[src/hdl/dmn_pkg.sv]
// ----------------------------------------------------------------------------
// Mutual exclusion node package
// Operation, result and state codes shared by the node's modules.
// ----------------------------------------------------------------------------
package dmn_pkg;

  localparam int IdW    = 8;
  localparam int InSeqW = 16;
  localparam int CfgIdxW = 1;
  localparam int CfgDataW = 16;

  typedef enum logic [2:0] {
    OP_REQUEST = 3'd0,
    OP_REPLY   = 3'd1,
    OP_WANT    = 3'd2,
    OP_RELEASE = 3'd3,
    OP_JOIN    = 3'd4
  } op_e;

  typedef enum logic [1:0] {
    K_REQUEST = 2'd0,
    K_REPLY   = 2'd1,
    K_GRANT   = 2'd2,
    K_ERROR   = 2'd3
  } kind_e;

  typedef enum logic [CfgIdxW-1:0] {
    CFG_MY_ID        = 1'b0,
    CFG_INIT_HIGHEST = 1'b1
  } cfg_idx_e;

  typedef enum logic [1:0] {
    ST_IDLE,
    ST_WALK,
    ST_FINISH
  } state_e;

  // Broadcast from the controller to every cell.
  typedef struct packed {
    op_e            op;
    logic [IdW-1:0] peer;
    logic           defer;
    logic           found;
  } bcast_t;

  // Report from a cell; only the cell holding the token drives it.
  typedef struct packed {
    logic           emit;
    logic           is_req;
    logic [IdW-1:0] dest;
    logic           hit;
  } cell_out_t;

endpackage

[src/hdl/dmn_cell.sv]
// ----------------------------------------------------------------------------
// Peer cell
// Holds one peer table slot and its deferred flag, and passes the walk
// token on to the next slot.
// ----------------------------------------------------------------------------
module dmn_cell
  import dmn_pkg::*;
#(
  parameter int IDX  = 1,
  parameter int NC_W = 5
) (
  input  logic            clk_i,
  input  logic            rst_ni,
  input  logic            tok_i,
  output logic            tok_o,
  input  bcast_t          bc_i,
  input  logic [NC_W-1:0] nc_i,
  input  logic            join_we_i,
  input  logic [IdW-1:0]  join_id_i,
  output cell_out_t       co_o
);

  logic           tok_q;
  logic           def_q, def_d;
  logic [IdW-1:0] id_q;
  logic           live, act, hit, wr;

  assign live = NC_W'(IDX) < nc_i;
  assign act  = tok_q && live;
  assign hit  = act && (bc_i.op == OP_REQUEST) && (id_q == bc_i.peer) && !bc_i.found;
  assign wr   = join_we_i && (nc_i == NC_W'(IDX));

  assign tok_o = tok_q && (NC_W'(IDX + 1) < nc_i);

  always_comb begin
    co_o        = '0;
    co_o.hit    = hit;
    co_o.dest   = act ? id_q : '0;
    co_o.is_req = act && (bc_i.op == OP_WANT);
    co_o.emit   = act && ((bc_i.op == OP_WANT) ||
                          ((bc_i.op == OP_RELEASE) && def_q) ||
                          (hit && !bc_i.defer));
  end

  always_comb begin
    def_d = def_q;
    if (wr) begin
      def_d = 1'b0;
    end else if (hit && bc_i.defer) begin
      def_d = 1'b1;
    end else if (act && (bc_i.op == OP_RELEASE)) begin
      def_d = 1'b0;
    end
  end

  always_ff @(posedge clk_i or negedge rst_ni) begin
    if (!rst_ni) begin
      tok_q <= 1'b0;
      def_q <= 1'b0;
    end else begin
      tok_q <= tok_i;
      def_q <= def_d;
    end
  end

  always_ff @(posedge clk_i) begin
    if (wr) begin
      id_q <= join_id_i;
    end
  end

endmodule

[src/hdl/dmn_ctrl.sv]
// ----------------------------------------------------------------------------
// Node controller
// Holds the protocol state, launches walks along the cell chain and orders
// the results onto the output register.
// ----------------------------------------------------------------------------
module dmn_ctrl
  import dmn_pkg::*;
#(
  parameter int MAX_NODES = 16,
  parameter int SEQ_WIDTH = 16,
  parameter int NC_W      = 5
) (
  input  logic                clk_i,
  input  logic                rst_ni,
  input  logic                start,
  output logic                busy,
  input  logic [2:0]          operation_i,
  input  logic [IdW-1:0]      peer_id_i,
  input  logic [InSeqW-1:0]   seq_num_i,
  input  logic                cfg_we_i,
  input  logic [CfgIdxW-1:0]  cfg_idx_i,
  input  logic [CfgDataW-1:0] cfg_data_i,
  input  cell_out_t           co_i,
  output logic                launch_o,
  output bcast_t              bc_o,
  output logic [NC_W-1:0]     nc_o,
  output logic                join_we_o,
  output logic                out_strobe_o,
  output logic [1:0]          kind_o,
  output logic [IdW-1:0]      dest_id_o,
  output logic [InSeqW-1:0]   out_seq_o,
  output logic                last_o
);

  localparam int XW = (SEQ_WIDTH > InSeqW) ? SEQ_WIDTH : InSeqW;
  localparam logic [SEQ_WIDTH-1:0] SeqMax = {SEQ_WIDTH{1'b1}};

  state_e                 state_q, state_d;
  op_e                    op_q, op_d;
  logic [IdW-1:0]         peer_q, peer_d;
  logic                   defer_q, defer_d;
  logic                   found_q, found_d;
  logic                   req_q, req_d;
  logic [SEQ_WIDTH-1:0]   own_q, own_d;
  logic [SEQ_WIDTH-1:0]   high_q, high_d;
  logic [NC_W-1:0]        outst_q, outst_d;
  logic [NC_W-1:0]        nc_q, nc_d;
  logic [NC_W-1:0]        pos_q, pos_d;
  logic [IdW-1:0]         my_id_q, my_id_d;
  logic                   pend_vld_q, pend_vld_d;
  logic                   pend_req_q, pend_req_d;
  logic [IdW-1:0]         pend_dest_q, pend_dest_d;
  logic                   out_vld_q, out_vld_d;
  kind_e                  out_kind_q, out_kind_d;
  logic [IdW-1:0]         out_dest_q, out_dest_d;
  logic [SEQ_WIDTH-1:0]   out_seq_q, out_seq_d;
  logic                   out_last_q, out_last_d;
  logic [SEQ_WIDTH-1:0]   k_sat, cfg_sat, high_inc;

  function automatic logic [SEQ_WIDTH-1:0] sat_in(input logic [InSeqW-1:0] v);
    logic [XW-1:0] vx;
    logic [XW-1:0] mx;
    vx = XW'(v);
    mx = XW'(SeqMax);
    return (vx > mx) ? SeqMax : vx[SEQ_WIDTH-1:0];
  endfunction

  assign k_sat    = sat_in(seq_num_i);
  assign cfg_sat  = sat_in(cfg_data_i);
  assign high_inc = (high_q == SeqMax) ? high_q : high_q + SEQ_WIDTH'(1);

  assign busy         = (state_q != ST_IDLE);
  assign bc_o         = '{op: op_q, peer: peer_q, defer: defer_q, found: found_q};
  assign nc_o         = nc_q;
  assign out_strobe_o = out_vld_q;
  assign kind_o       = out_kind_q;
  assign dest_id_o    = out_dest_q;
  assign out_seq_o    = InSeqW'(out_seq_q);
  assign last_o       = out_last_q;

  always_comb begin
    state_d     = state_q;
    op_d        = op_q;
    peer_d      = peer_q;
    defer_d     = defer_q;
    found_d     = found_q;
    req_d       = req_q;
    own_d       = own_q;
    high_d      = high_q;
    outst_d     = outst_q;
    nc_d        = nc_q;
    pos_d       = pos_q;
    my_id_d     = my_id_q;
    pend_vld_d  = pend_vld_q;
    pend_req_d  = pend_req_q;
    pend_dest_d = pend_dest_q;
    out_vld_d   = 1'b0;
    out_kind_d  = out_kind_q;
    out_dest_d  = out_dest_q;
    out_seq_d   = out_seq_q;
    out_last_d  = out_last_q;
    launch_o    = 1'b0;
    join_we_o   = 1'b0;

    if (cfg_we_i) begin
      unique case (cfg_idx_e'(cfg_idx_i))
        CFG_MY_ID:        my_id_d = cfg_data_i[IdW-1:0];
        CFG_INIT_HIGHEST: high_d  = cfg_sat;
      endcase
    end

    unique case (state_q)
      ST_IDLE: begin
        if (start) begin
          op_d    = op_e'(operation_i);
          peer_d  = peer_id_i;
          found_d = 1'b0;
          defer_d = req_q && ((k_sat > own_q) || ((k_sat == own_q) && (peer_id_i > my_id_q)));
          pos_d   = NC_W'(1);
          case (op_e'(operation_i))
            OP_REQUEST: begin
              if (k_sat > high_q) begin
                high_d = k_sat;
              end
              if (nc_q > NC_W'(1)) begin
                launch_o = 1'b1;
                state_d  = ST_WALK;
              end else begin
                state_d = ST_FINISH;
              end
            end
            OP_REPLY: begin
              if (req_q && (outst_q != '0)) begin
                outst_d = outst_q - NC_W'(1);
                if (outst_q == NC_W'(1)) begin
                  out_vld_d  = 1'b1;
                  out_kind_d = K_GRANT;
                  out_dest_d = '0;
                  out_seq_d  = own_q;
                  out_last_d = 1'b1;
                end
              end
            end
            OP_WANT: begin
              if (req_q) begin
                out_vld_d  = 1'b1;
                out_kind_d = K_ERROR;
                out_dest_d = peer_id_i;
                out_seq_d  = '0;
                out_last_d = 1'b1;
              end else begin
                req_d   = 1'b1;
                high_d  = high_inc;
                own_d   = high_inc;
                outst_d = nc_q - NC_W'(1);
                if (nc_q == NC_W'(1)) begin
                  out_vld_d  = 1'b1;
                  out_kind_d = K_GRANT;
                  out_dest_d = '0;
                  out_seq_d  = high_inc;
                  out_last_d = 1'b1;
                end else begin
                  launch_o = 1'b1;
                  state_d  = ST_WALK;
                end
              end
            end
            OP_RELEASE: begin
              req_d   = 1'b0;
              outst_d = '0;
              if (nc_q > NC_W'(1)) begin
                launch_o = 1'b1;
                state_d  = ST_WALK;
              end
            end
            OP_JOIN: begin
              if (nc_q >= NC_W'(MAX_NODES)) begin
                out_vld_d  = 1'b1;
                out_kind_d = K_ERROR;
                out_dest_d = peer_id_i;
                out_seq_d  = '0;
                out_last_d = 1'b1;
              end else begin
                join_we_o = 1'b1;
                nc_d      = nc_q + NC_W'(1);
              end
            end
            default: begin
              out_vld_d  = 1'b1;
              out_kind_d = K_ERROR;
              out_dest_d = peer_id_i;
              out_seq_d  = '0;
              out_last_d = 1'b1;
            end
          endcase
        end
      end
      ST_WALK: begin
        found_d = found_q | co_i.hit;
        if (co_i.emit) begin
          if (pend_vld_q) begin
            out_vld_d  = 1'b1;
            out_kind_d = pend_req_q ? K_REQUEST : K_REPLY;
            out_dest_d = pend_dest_q;
            out_seq_d  = own_q;
            out_last_d = 1'b0;
          end
          pend_vld_d  = 1'b1;
          pend_req_d  = co_i.is_req;
          pend_dest_d = co_i.dest;
        end
        if (pos_q == nc_q - NC_W'(1)) begin
          state_d = ST_FINISH;
        end else begin
          pos_d = pos_q + NC_W'(1);
        end
      end
      ST_FINISH: begin
        state_d = ST_IDLE;
        if (pend_vld_q) begin
          pend_vld_d = 1'b0;
          out_vld_d  = 1'b1;
          out_kind_d = pend_req_q ? K_REQUEST : K_REPLY;
          out_dest_d = pend_dest_q;
          out_seq_d  = own_q;
          out_last_d = 1'b1;
        end else if ((op_q == OP_REQUEST) && !found_q) begin
          out_vld_d  = 1'b1;
          out_kind_d = K_ERROR;
          out_dest_d = peer_q;
          out_seq_d  = '0;
          out_last_d = 1'b1;
        end
      end
      default: state_d = ST_IDLE;
    endcase
  end

  always_ff @(posedge clk_i or negedge rst_ni) begin
    if (!rst_ni) begin
      state_q    <= ST_IDLE;
      req_q      <= 1'b0;
      own_q      <= '0;
      high_q     <= '0;
      outst_q    <= '0;
      nc_q       <= NC_W'(1);
      my_id_q    <= IdW'(1);
      pend_vld_q <= 1'b0;
      out_vld_q  <= 1'b0;
      found_q    <= 1'b0;
      pos_q      <= NC_W'(1);
    end else begin
      state_q    <= state_d;
      req_q      <= req_d;
      own_q      <= own_d;
      high_q     <= high_d;
      outst_q    <= outst_d;
      nc_q       <= nc_d;
      my_id_q    <= my_id_d;
      pend_vld_q <= pend_vld_d;
      out_vld_q  <= out_vld_d;
      found_q    <= found_d;
      pos_q      <= pos_d;
    end
  end

  always_ff @(posedge clk_i) begin
    op_q        <= op_d;
    peer_q      <= peer_d;
    defer_q     <= defer_d;
    pend_req_q  <= pend_req_d;
    pend_dest_q <= pend_dest_d;
    out_kind_q  <= out_kind_d;
    out_dest_q  <= out_dest_d;
    out_seq_q   <= out_seq_d;
    out_last_q  <= out_last_d;
  end

endmodule

[src/hdl/distributed_mutex_node_top.sv]
// ----------------------------------------------------------------------------
// Distributed mutual exclusion node
// One node of a sequence-number mutual exclusion protocol.
// ----------------------------------------------------------------------------
// An event is taken when start is high and busy is low. Reply received,
// peer join and refused or unknown events complete in the transfer cycle:
// their single result, if any, appears in the next cycle and busy stays low.
// Request received, want and release walk the peer slots, one slot per
// cycle along the chain of cells, then finish; busy is high throughout.
// With no peers a request only passes the finishing state, and a want or a
// release completes in the transfer cycle. Results leave one per cycle on
// out_strobe_o; each is held back in a pending register so that last_o marks
// the final result of the event. The receiver cannot stall. Configuration
// writes are to be taken only while the node is idle: the user must keep to
// this, as the block does not enforce it. Writing initial_highest loads the
// highest sequence number. Reset clears the protocol state, leaves the node
// alone with my_id 1 and needs no clearing pass: unused peer slots are never read.
// ----------------------------------------------------------------------------
module distributed_mutex_node_top
  import dmn_pkg::*;
#(
  parameter int MAX_NODES = 16,
  parameter int SEQ_WIDTH = 16
) (
  input  logic                clk_i,
  input  logic                rst_ni,
  input  logic                start,
  output logic                busy,
  input  logic [2:0]          operation_i,
  input  logic [IdW-1:0]      peer_id_i,
  input  logic [InSeqW-1:0]   seq_num_i,
  input  logic                cfg_we_i,
  input  logic [CfgIdxW-1:0]  cfg_idx_i,
  input  logic [CfgDataW-1:0] cfg_data_i,
  output logic                out_strobe_o,
  output logic [1:0]          kind_o,
  output logic [IdW-1:0]      dest_id_o,
  output logic [InSeqW-1:0]   out_seq_o,
  output logic                last_o
);

  localparam int NC_W = $clog2(MAX_NODES + 1);

  logic            tok [MAX_NODES-1];
  cell_out_t       co  [MAX_NODES-1];
  cell_out_t       co_all;
  bcast_t          bc;
  logic [NC_W-1:0] nc;
  logic            join_we;

  dmn_ctrl #(
    .MAX_NODES (MAX_NODES),
    .SEQ_WIDTH (SEQ_WIDTH),
    .NC_W      (NC_W)
  ) u_ctrl (
    .clk_i        (clk_i),
    .rst_ni       (rst_ni),
    .start        (start),
    .busy         (busy),
    .operation_i  (operation_i),
    .peer_id_i    (peer_id_i),
    .seq_num_i    (seq_num_i),
    .cfg_we_i     (cfg_we_i),
    .cfg_idx_i    (cfg_idx_i),
    .cfg_data_i   (cfg_data_i),
    .co_i         (co_all),
    .launch_o     (tok[0]),
    .bc_o         (bc),
    .nc_o         (nc),
    .join_we_o    (join_we),
    .out_strobe_o (out_strobe_o),
    .kind_o       (kind_o),
    .dest_id_o    (dest_id_o),
    .out_seq_o    (out_seq_o),
    .last_o       (last_o)
  );

  for (genvar i = 1; i < MAX_NODES; i++) begin : g_cell
    if (i < MAX_NODES - 1) begin : g_mid
      dmn_cell #(.IDX(i), .NC_W(NC_W)) u_cell (
        .clk_i     (clk_i),
        .rst_ni    (rst_ni),
        .tok_i     (tok[i-1]),
        .tok_o     (tok[i]),
        .bc_i      (bc),
        .nc_i      (nc),
        .join_we_i (join_we),
        .join_id_i (peer_id_i),
        .co_o      (co[i-1])
      );
    end else begin : g_end
      dmn_cell #(.IDX(i), .NC_W(NC_W)) u_cell (
        .clk_i     (clk_i),
        .rst_ni    (rst_ni),
        .tok_i     (tok[i-1]),
        .tok_o     (),
        .bc_i      (bc),
        .nc_i      (nc),
        .join_we_i (join_we),
        .join_id_i (peer_id_i),
        .co_o      (co[i-1])
      );
    end
  end

  // Only the cell holding the token drives a non-zero report.
  always_comb begin
    co_all = '0;
    for (int i = 0; i < MAX_NODES - 1; i++) begin
      co_all = cell_out_t'(co_all | co[i]);
    end
  end

endmodule

[config.mk]
export PLATFORM = sky130hd
export DESIGN_NAME = distributed_mutex_node_top
export DESIGN_NICKNAME = d
export VERILOG_FILES = /design/src/hdl/dmn_pkg.sv /design/src/hdl/dmn_cell.sv /design/src/hdl/dmn_ctrl.sv /design/src/hdl/distributed_mutex_node_top.sv
export SDC_FILE = /design/constraint.sdc
export NUM_CORES = 1
export LEC_CHECK = 0
export BUFFER_PORTS_ARGS = -buffer_cell sky130_fd_sc_hd__buf_4
export CAP_MARGIN = 20
export CORE_ASPECT_RATIO = 1.5
export CORE_UTILIZATION = 39
export CTS_BUF_LIST = sky130_fd_sc_hd__clkbuf_8
export DETAILED_ROUTE_END_ITERATION = 6
export GPL_TIMING_DRIVEN = 0
export PLACE_DENSITY = 0.67
export SLEW_MARGIN = 10
export SYNTH_ARGS = -nofsm -noshare
export SYNTH_HDL_FRONTEND = slang
export SYNTH_HIERARCHICAL = 1
export SYNTH_SLANG_ARGS = --single-unit
[constraint.sdc]
create_clock -name clk_i -period 4.7 [get_ports clk_i]
set_clock_uncertainty 0.15 [all_clocks]
set_input_delay 0.235 -clock clk_i [delete_from_list [all_inputs] [get_ports clk_i]]
set_output_delay 0.235 -clock clk_i [all_outputs]
set_load 0.01 [all_outputs]
==> metrics, run 1 <==
status=finished, violations left; failing checks=DRC; Sequential cell area=0.00733 mm2; via count=13200; initial antenna violation count=1; max-cap violations=0; initial core utilization=39.4%; clk_lat worst skew=590 ps; die height=249 um; worst vdd ir=0.313 mV; Post-Route Hold Slack=61.2 ps; vias in the first global route=13800; Slew @ Worst Pin=1040 ps; TNS Setup=0 ps; Layout Nets=1818; Worst-path clk slew=70 ps; Cell Area, Placed=0.0175 mm2; crit path capture=u_ctrl/out_seq_o[5]$_DFFE_PP_; CP startpoint kind=register; post-route cell area=0.0190 mm2; area of the die=0.0415 mm2; pre-CTS setup slack=346 ps; Final Util=47.2%; Final Max Tran Viols=0; Layout area overhead=19.6%; core area=0.0402 mm2; Slew HR=30.2%; RR Startpoint=u_ctrl/op_q[1]$_DFFE_PP_; Die Wd=167 um; dpl cells=2125; post-route minimum period=4420 ps; Clock Sinks=259; Placer Congestion=0.965; post_cts resized=0; Non-Filler Instances=2259; Crit. End Element=register; P_leak=7.51 nW; initial drt markers=1035; drt first pass iters=7; cts bufs inserted=43; final worst slack=278 ps; syn nets=1622; maximum clock frequency=226 MHz; RSZ-0062 raised after global routing=no; GR Overflow Total=0; Final Cycle Share=94.1%; worst reg-to-reg setup slack=280 ps; area of the multi-input gates=0.00796 mm2; I/O pins=77; Avg WL per Cell=22.5 um; CP Launch Point=u_ctrl/op_q[1]$_DFFE_PP_; Post-Syn Instances=1521; root buffer cell=clkbuf_8; WP data arrival=4560 ps; post-route ant nets=0; Residual DRC=4; vias per cell=5.86; largest net degree at the start of global routing=92; first-pass GRT wire length=77.3 mm; port bufs=75; final-report hold violation count=0; min-delay worst type=input pin to register; PD cells=455 mW/mm2; final setup fails=0; Synth warnings=6; Reg2Reg Depth=12; fill count=3685; share of cells above drive strength 1=16.9%; CP required=4840 ps; syn avg cell area=10.4 um2; DP HPWL=35.4 mm; Routed WL=50.7 mm; CTS tree=done; critical path fanouts, max=17; critical path class=register to register; Pwr Total=8.62 mW; clock buffer depth=3; mapped cell area=0.0159 mm2; H-tree Lvls=2; Worst R2R End=u_ctrl/out_seq_o[5]$_DFFE_PP_; total track usage=24.4%; row count=90
-- flip-flops by register name, summed over array words and instances, names as in the netlist, 2 cells and up --
register,count
u_ctrl/pos_q,5
g_cell.g_mid.u_cell/def_q,14
u_ctrl/outst_q,5
g_cell.g_mid.u_cell/tok_q,14
u_ctrl/pend_dest_q,8
u_ctrl/high_q,16
g_cell.g_mid.u_cell/id_q,112
g_cell.g_end.u_cell/id_q,8
u_ctrl/kind_o,2
u_ctrl/out_seq_o,16
u_ctrl/nc_o,5
u_ctrl/peer_q,8
u_ctrl/op_q,3
u_ctrl/state_q,2
u_ctrl/dest_id_o,8
u_ctrl/own_q,16
u_ctrl/my_id_q,8
-- worst min-delay path by stage --
stage,startpoint,end,depth (start not counted)
2_1_floorplan,rst_ni,g_cell[10].g_mid.u_cell/def_q$_DFFE_PN0P_,0
3_3_place_gp,operation_i[0],u_ctrl/op_q[0]$_DFFE_PP_,1
3_5_place_dp,rst_ni,u_ctrl/out_strobe_o$_DFF_PN0_,1
4_1_cts,start,u_ctrl/found_q$_DFFE_PN0P_,3
5_1_grt,start,u_ctrl/found_q$_DFFE_PN0P_,3
6_report,start,u_ctrl/found_q$_DFFE_PN0P_,3
-- critical path, cell delays in order (launching register included) --
cell	delay (ps)
edfxtp_1	720
buf_8	300
buf_8	160
or4_4	530
nor4_4	330
nand4b_1	130
a21oi_1	230
nor3_1	110
nand4_1	160
nand2b_1	170
a22oi_1	140
nor3_4	710
buf_8	270
-- metal layers --
| metal | part of all wire, % | global-route usage [%] | vias to the layer above |
|---|---|---|---|
| met2 | 49 | 42.1 | 618 |
| li1 | - | - | 6021 |
| met3 | 7.0 | 3.24 | 201 |
| met1 | 36 | 27.3 | 6395 |
| met5 | 0 | 0 | - |
| met4 | 7.7 | 19.0 | 0 |
-- what timing repair did --
action	in CTS	in global routing
hold endpoints to repair	243	0
buffers inserted	0	0
hold buffers	50	0
setup endpoints to repair	0	0
-- layout make-up --
class	count	area share, %
inverters	87	1.72
plain buffers	58	1.59
clock buffers	47	3.41
well taps	506	3.34
flip-flops and latches	259	38.7
repair buffers	151	7.69
clock inverters	33	1.58
diodes	1	0.0132
multi-input cells	1117	42.0
-- cell usage in the layout, fill, tap and decap left out, drive strengths merged, types with 30 or more instances in the layout --
cell,n
buf,129
nand4,47
dlygate4sd3,50
o21ai,84
edfxtp,168
nor2b,30
dfrtp,88
nor4,92
nand3,36
clkbuf,77
ha,53
and3,31
xor2,109
nor3,50
a21oi,57
inv,100
nand2,95
nor2,61
and2,104
-- power by group --
| group | internal [mW] | switching, mW |
|---|---|---|
| logic | 1.18 | 1.77 |
| registers | 2.88 | 0.569 |
| clock network | 1.26 | 0.957 |
| total | 5.32 | 3.30 |
Power figures use the tool's default switching activity.
==> inputs of run 2 (changes only) <==
--- a/config.mk
+++ b/config.mk
@@ -9,9 +9,9 @@
 export CAP_MARGIN = 20
 export CORE_ASPECT_RATIO = 1.5
-export CORE_UTILIZATION = 39
+export CORE_UTILIZATION = 35
 export CTS_BUF_LIST = sky130_fd_sc_hd__clkbuf_8
 export DETAILED_ROUTE_END_ITERATION = 6
 export GPL_TIMING_DRIVEN = 0
-export PLACE_DENSITY = 0.67
+export PLACE_DENSITY = 0.62
 export SLEW_MARGIN = 10
 export SYNTH_ARGS = -nofsm -noshare
==> constraint.sdc (replaced) <==
create_clock -name clk_i -period 4.7 [get_ports clk_i]
set_clock_uncertainty 0.15 [all_clocks]
set_input_delay 0.705 -clock clk_i [delete_from_list [all_inputs] [get_ports clk_i]]
set_output_delay 0.705 -clock clk_i [all_outputs]
set_load 0.01 [all_outputs]
==> metrics, run 2 (synthesis results as in run 1) <==
root buffer cell=clkbuf_8; worst vdd ir=0.429 mV (+37%); post_cts resized=0 (unchanged); Sequential cell area=0.00733 mm2 (unchanged); critical path fanouts, max=22 (+5); min-delay worst type=input pin to asynchronous set/reset pin; port bufs=75 (unchanged); largest net degree at the start of global routing=92 (unchanged); commonest non-fill, non-tap cell in the layout=edfxtp_1; status=finished clean; H-tree Lvls=2 (unchanged); Crit. End Element=register; Largest Register=g_cell.g_mid.u_cell/id_q; layer with the highest usage=met2; die height=263 um (+5.5%); pre-CTS setup slack=246 ps (-100 ps); Avg WL per Cell=22.3 um (-0.80%); critical path class=register to register; Routed WL=51.0 mm (+0.43%); total track usage=22.0% (-2.4 points); Slew HR=32.1% (+1.9 points); worst reg-to-reg setup slack=250 ps (-20 ps); initial core utilization=35.5% (-4.0 points); max-cap violations=0 (unchanged); Die Wd=176 um (+5.5%); RSZ-0062 raised after global routing=no; WP data arrival=4570 ps (about the same); Slew @ Worst Pin=1010 ps (-26.5 ps); via count=12800 (-3.6%); clock share of power=26.2% (+0.5 points); cts bufs inserted=45 (+4.7%); sequential share of power=39.9% (about the same); P_leak=7.33 nW (-2.4%); Final Max Tran Viols=0 (unchanged); Worst R2R End=u_ctrl/out_seq_o[15]$_DFFE_PP_; Reg2Reg Depth=12 (unchanged); Cell Area, Placed=0.0176 mm2 (+0.93%); clk_lat worst skew=590 ps (about the same); Non-Filler Instances=2287 (+1.2%); Final Cycle Share=94.6% (+0.51 points); CTS tree=done; row count=95 (+5.6%); final setup fails=0 (unchanged); area of the multi-input gates=0.00796 mm2 (unchanged); met3 Track Usage GR=3.01% (-0.23 points); clock buffer depth=3 (unchanged); Worst-path clk slew=70 ps (about the same); NetSw=3.28 mW (-0.55%); internal power=5.30 mW (-0.41%); drt first pass iters=5 (-2); final-report hold violation count=0 (unchanged); share of cells above drive strength 1=17.4% (+0.48 points); Pwr Total=8.58 mW (-0.46%); initial antenna violation count=1 (unchanged); Residual DRC=0 (-4); Final Util=41.7% (-5.5 points); commonest cells after routing, fill and taps aside=168 x edfxtp_1, 108 x xor2_1, 100 x inv_1, 95 x nand2_1, 95 x buf_4; max reg flops=112 (unchanged); RR Startpoint=u_ctrl/op_q[0]$_DFFE_PP_; Layout area overhead=17.4%; I/O pins=77 (unchanged); met1 usage=24.9% (-2.4 points); post-CTS setup buffers=0 (unchanged); CP required=4820 ps (-20 ps); TNS Setup=0 ps (unchanged); Layout Nets=1769 (-2.7%); Post-Route Hold Slack=79.8 ps (+18.7 ps); area of the die=0.0462 mm2 (+11%); GR Overflow Total=0 (unchanged); hold_buf cts=0 (-100%); fill count=4380 (+19%); dpl cells=2200 (+3.5%); Placer Congestion=0.934 (-3.2%); CP startpoint kind=register; post-route ant nets=0 (unchanged); PD cells=461 mW/mm2 (+1.3%); core area=0.0447 mm2 (+11%); Sw Share=38.2% (about the same); first-pass GRT wire length=77.1 mm (-0.18%); initial drt markers=912 (-12%); maximum clock frequency=225 MHz (-0.54%); post-route minimum period=4450 ps (+24.1 ps); Clock Sinks=259 (unchanged); post-route cell area=0.0186 mm2 (-1.8%); vias per cell=5.58 (-4.8%); vias in the first global route=13100 (-4.6%); final worst slack=254 ps (-24.1 ps); M2 GR Usage=39.1% (-3.0 points); DP HPWL=36.4 mm (+2.6%); combinational fraction of design power=33.9% (-0.4 points)
==> run 2: power groups by stage <==
stage,Sequential [mW],Clock [mW],Combinational [mW]
after floorplan,3.38,0,1.68
after global placement,3.57,0,2.54
after detailed placement,3.45,0,2.86
after CTS,3.42,2.29,2.88
after global routing,3.47,2.38,3.17
final,3.42,2.25,2.91
==> run 2: routing by layer <==
| metal | routed length, um | up-vias | share of wire (%) |
|---|---|---|---|
| met5 | 0 | - | 0 |
| met4 | 3280 | 0 | 6.4 |
| met3 | 3060 | 163 | 6.0 |
| met2 | 25600 | 536 | 50 |
| met1 | 19000 | 6125 | 37 |
| li1 | - | 5935 | - |
==> run 2: how the worst max path moves through the flow <==
| stage | start | to | slack [ps] | depth (start not counted) |
|---|---|---|---|---|
| 3_5_place_dp | u_ctrl/op_q[0]$_DFFE_PP_ | u_ctrl/out_seq_o[6]$_DFFE_PP_ | 250 | 12 |
| 4_1_cts | u_ctrl/op_q[0]$_DFFE_PP_ | u_ctrl/out_seq_o[15]$_DFFE_PP_ | 200 | 12 |
| 6_report | u_ctrl/op_q[0]$_DFFE_PP_ | u_ctrl/out_seq_o[15]$_DFFE_PP_ | 250 | 12 |
| 2_1_floorplan | u_ctrl/op_q[0]$_DFFE_PP_ | u_ctrl/dest_id_o[0]$_DFFE_PP_ | 550 | 9 |
| 5_1_grt | u_ctrl/op_q[0]$_DFFE_PP_ | u_ctrl/out_seq_o[15]$_DFFE_PP_ | 7 | 12 |
| 3_3_place_gp | u_ctrl/nc_o[4]$_DFFE_PN0P_ | u_ctrl/out_seq_o[3]$_DFFE_PP_ | -1280 | 9 |
==> run 2: worst max-delay path, stage by stage (launching register included) <==
cell and delay, ps:
edfxtp_1 730, buf_16 310, buf_16 170, or4_4 550, nor4_4 340, nand4b_1 130
a21oi_1 190, nor3_1 100, nand4_1 170, nand2b_1 150, a22oi_1 130, nor3_4 730
buf_8 270
==> run 2: layout make-up <==
type | count | area share [%]
Multi-Input combinational cell | 1117 | 42.7
Sequential cell | 259 | 39.4
Timing Repair Buffer | 100 | 5.38
Tap cell | 582 | 3.91
Clock buffer | 51 | 3.77
Inverter | 87 | 1.75
Buffer | 58 | 1.62
Clock inverter | 32 | 1.42
Antenna cell | 1 | 0.0134
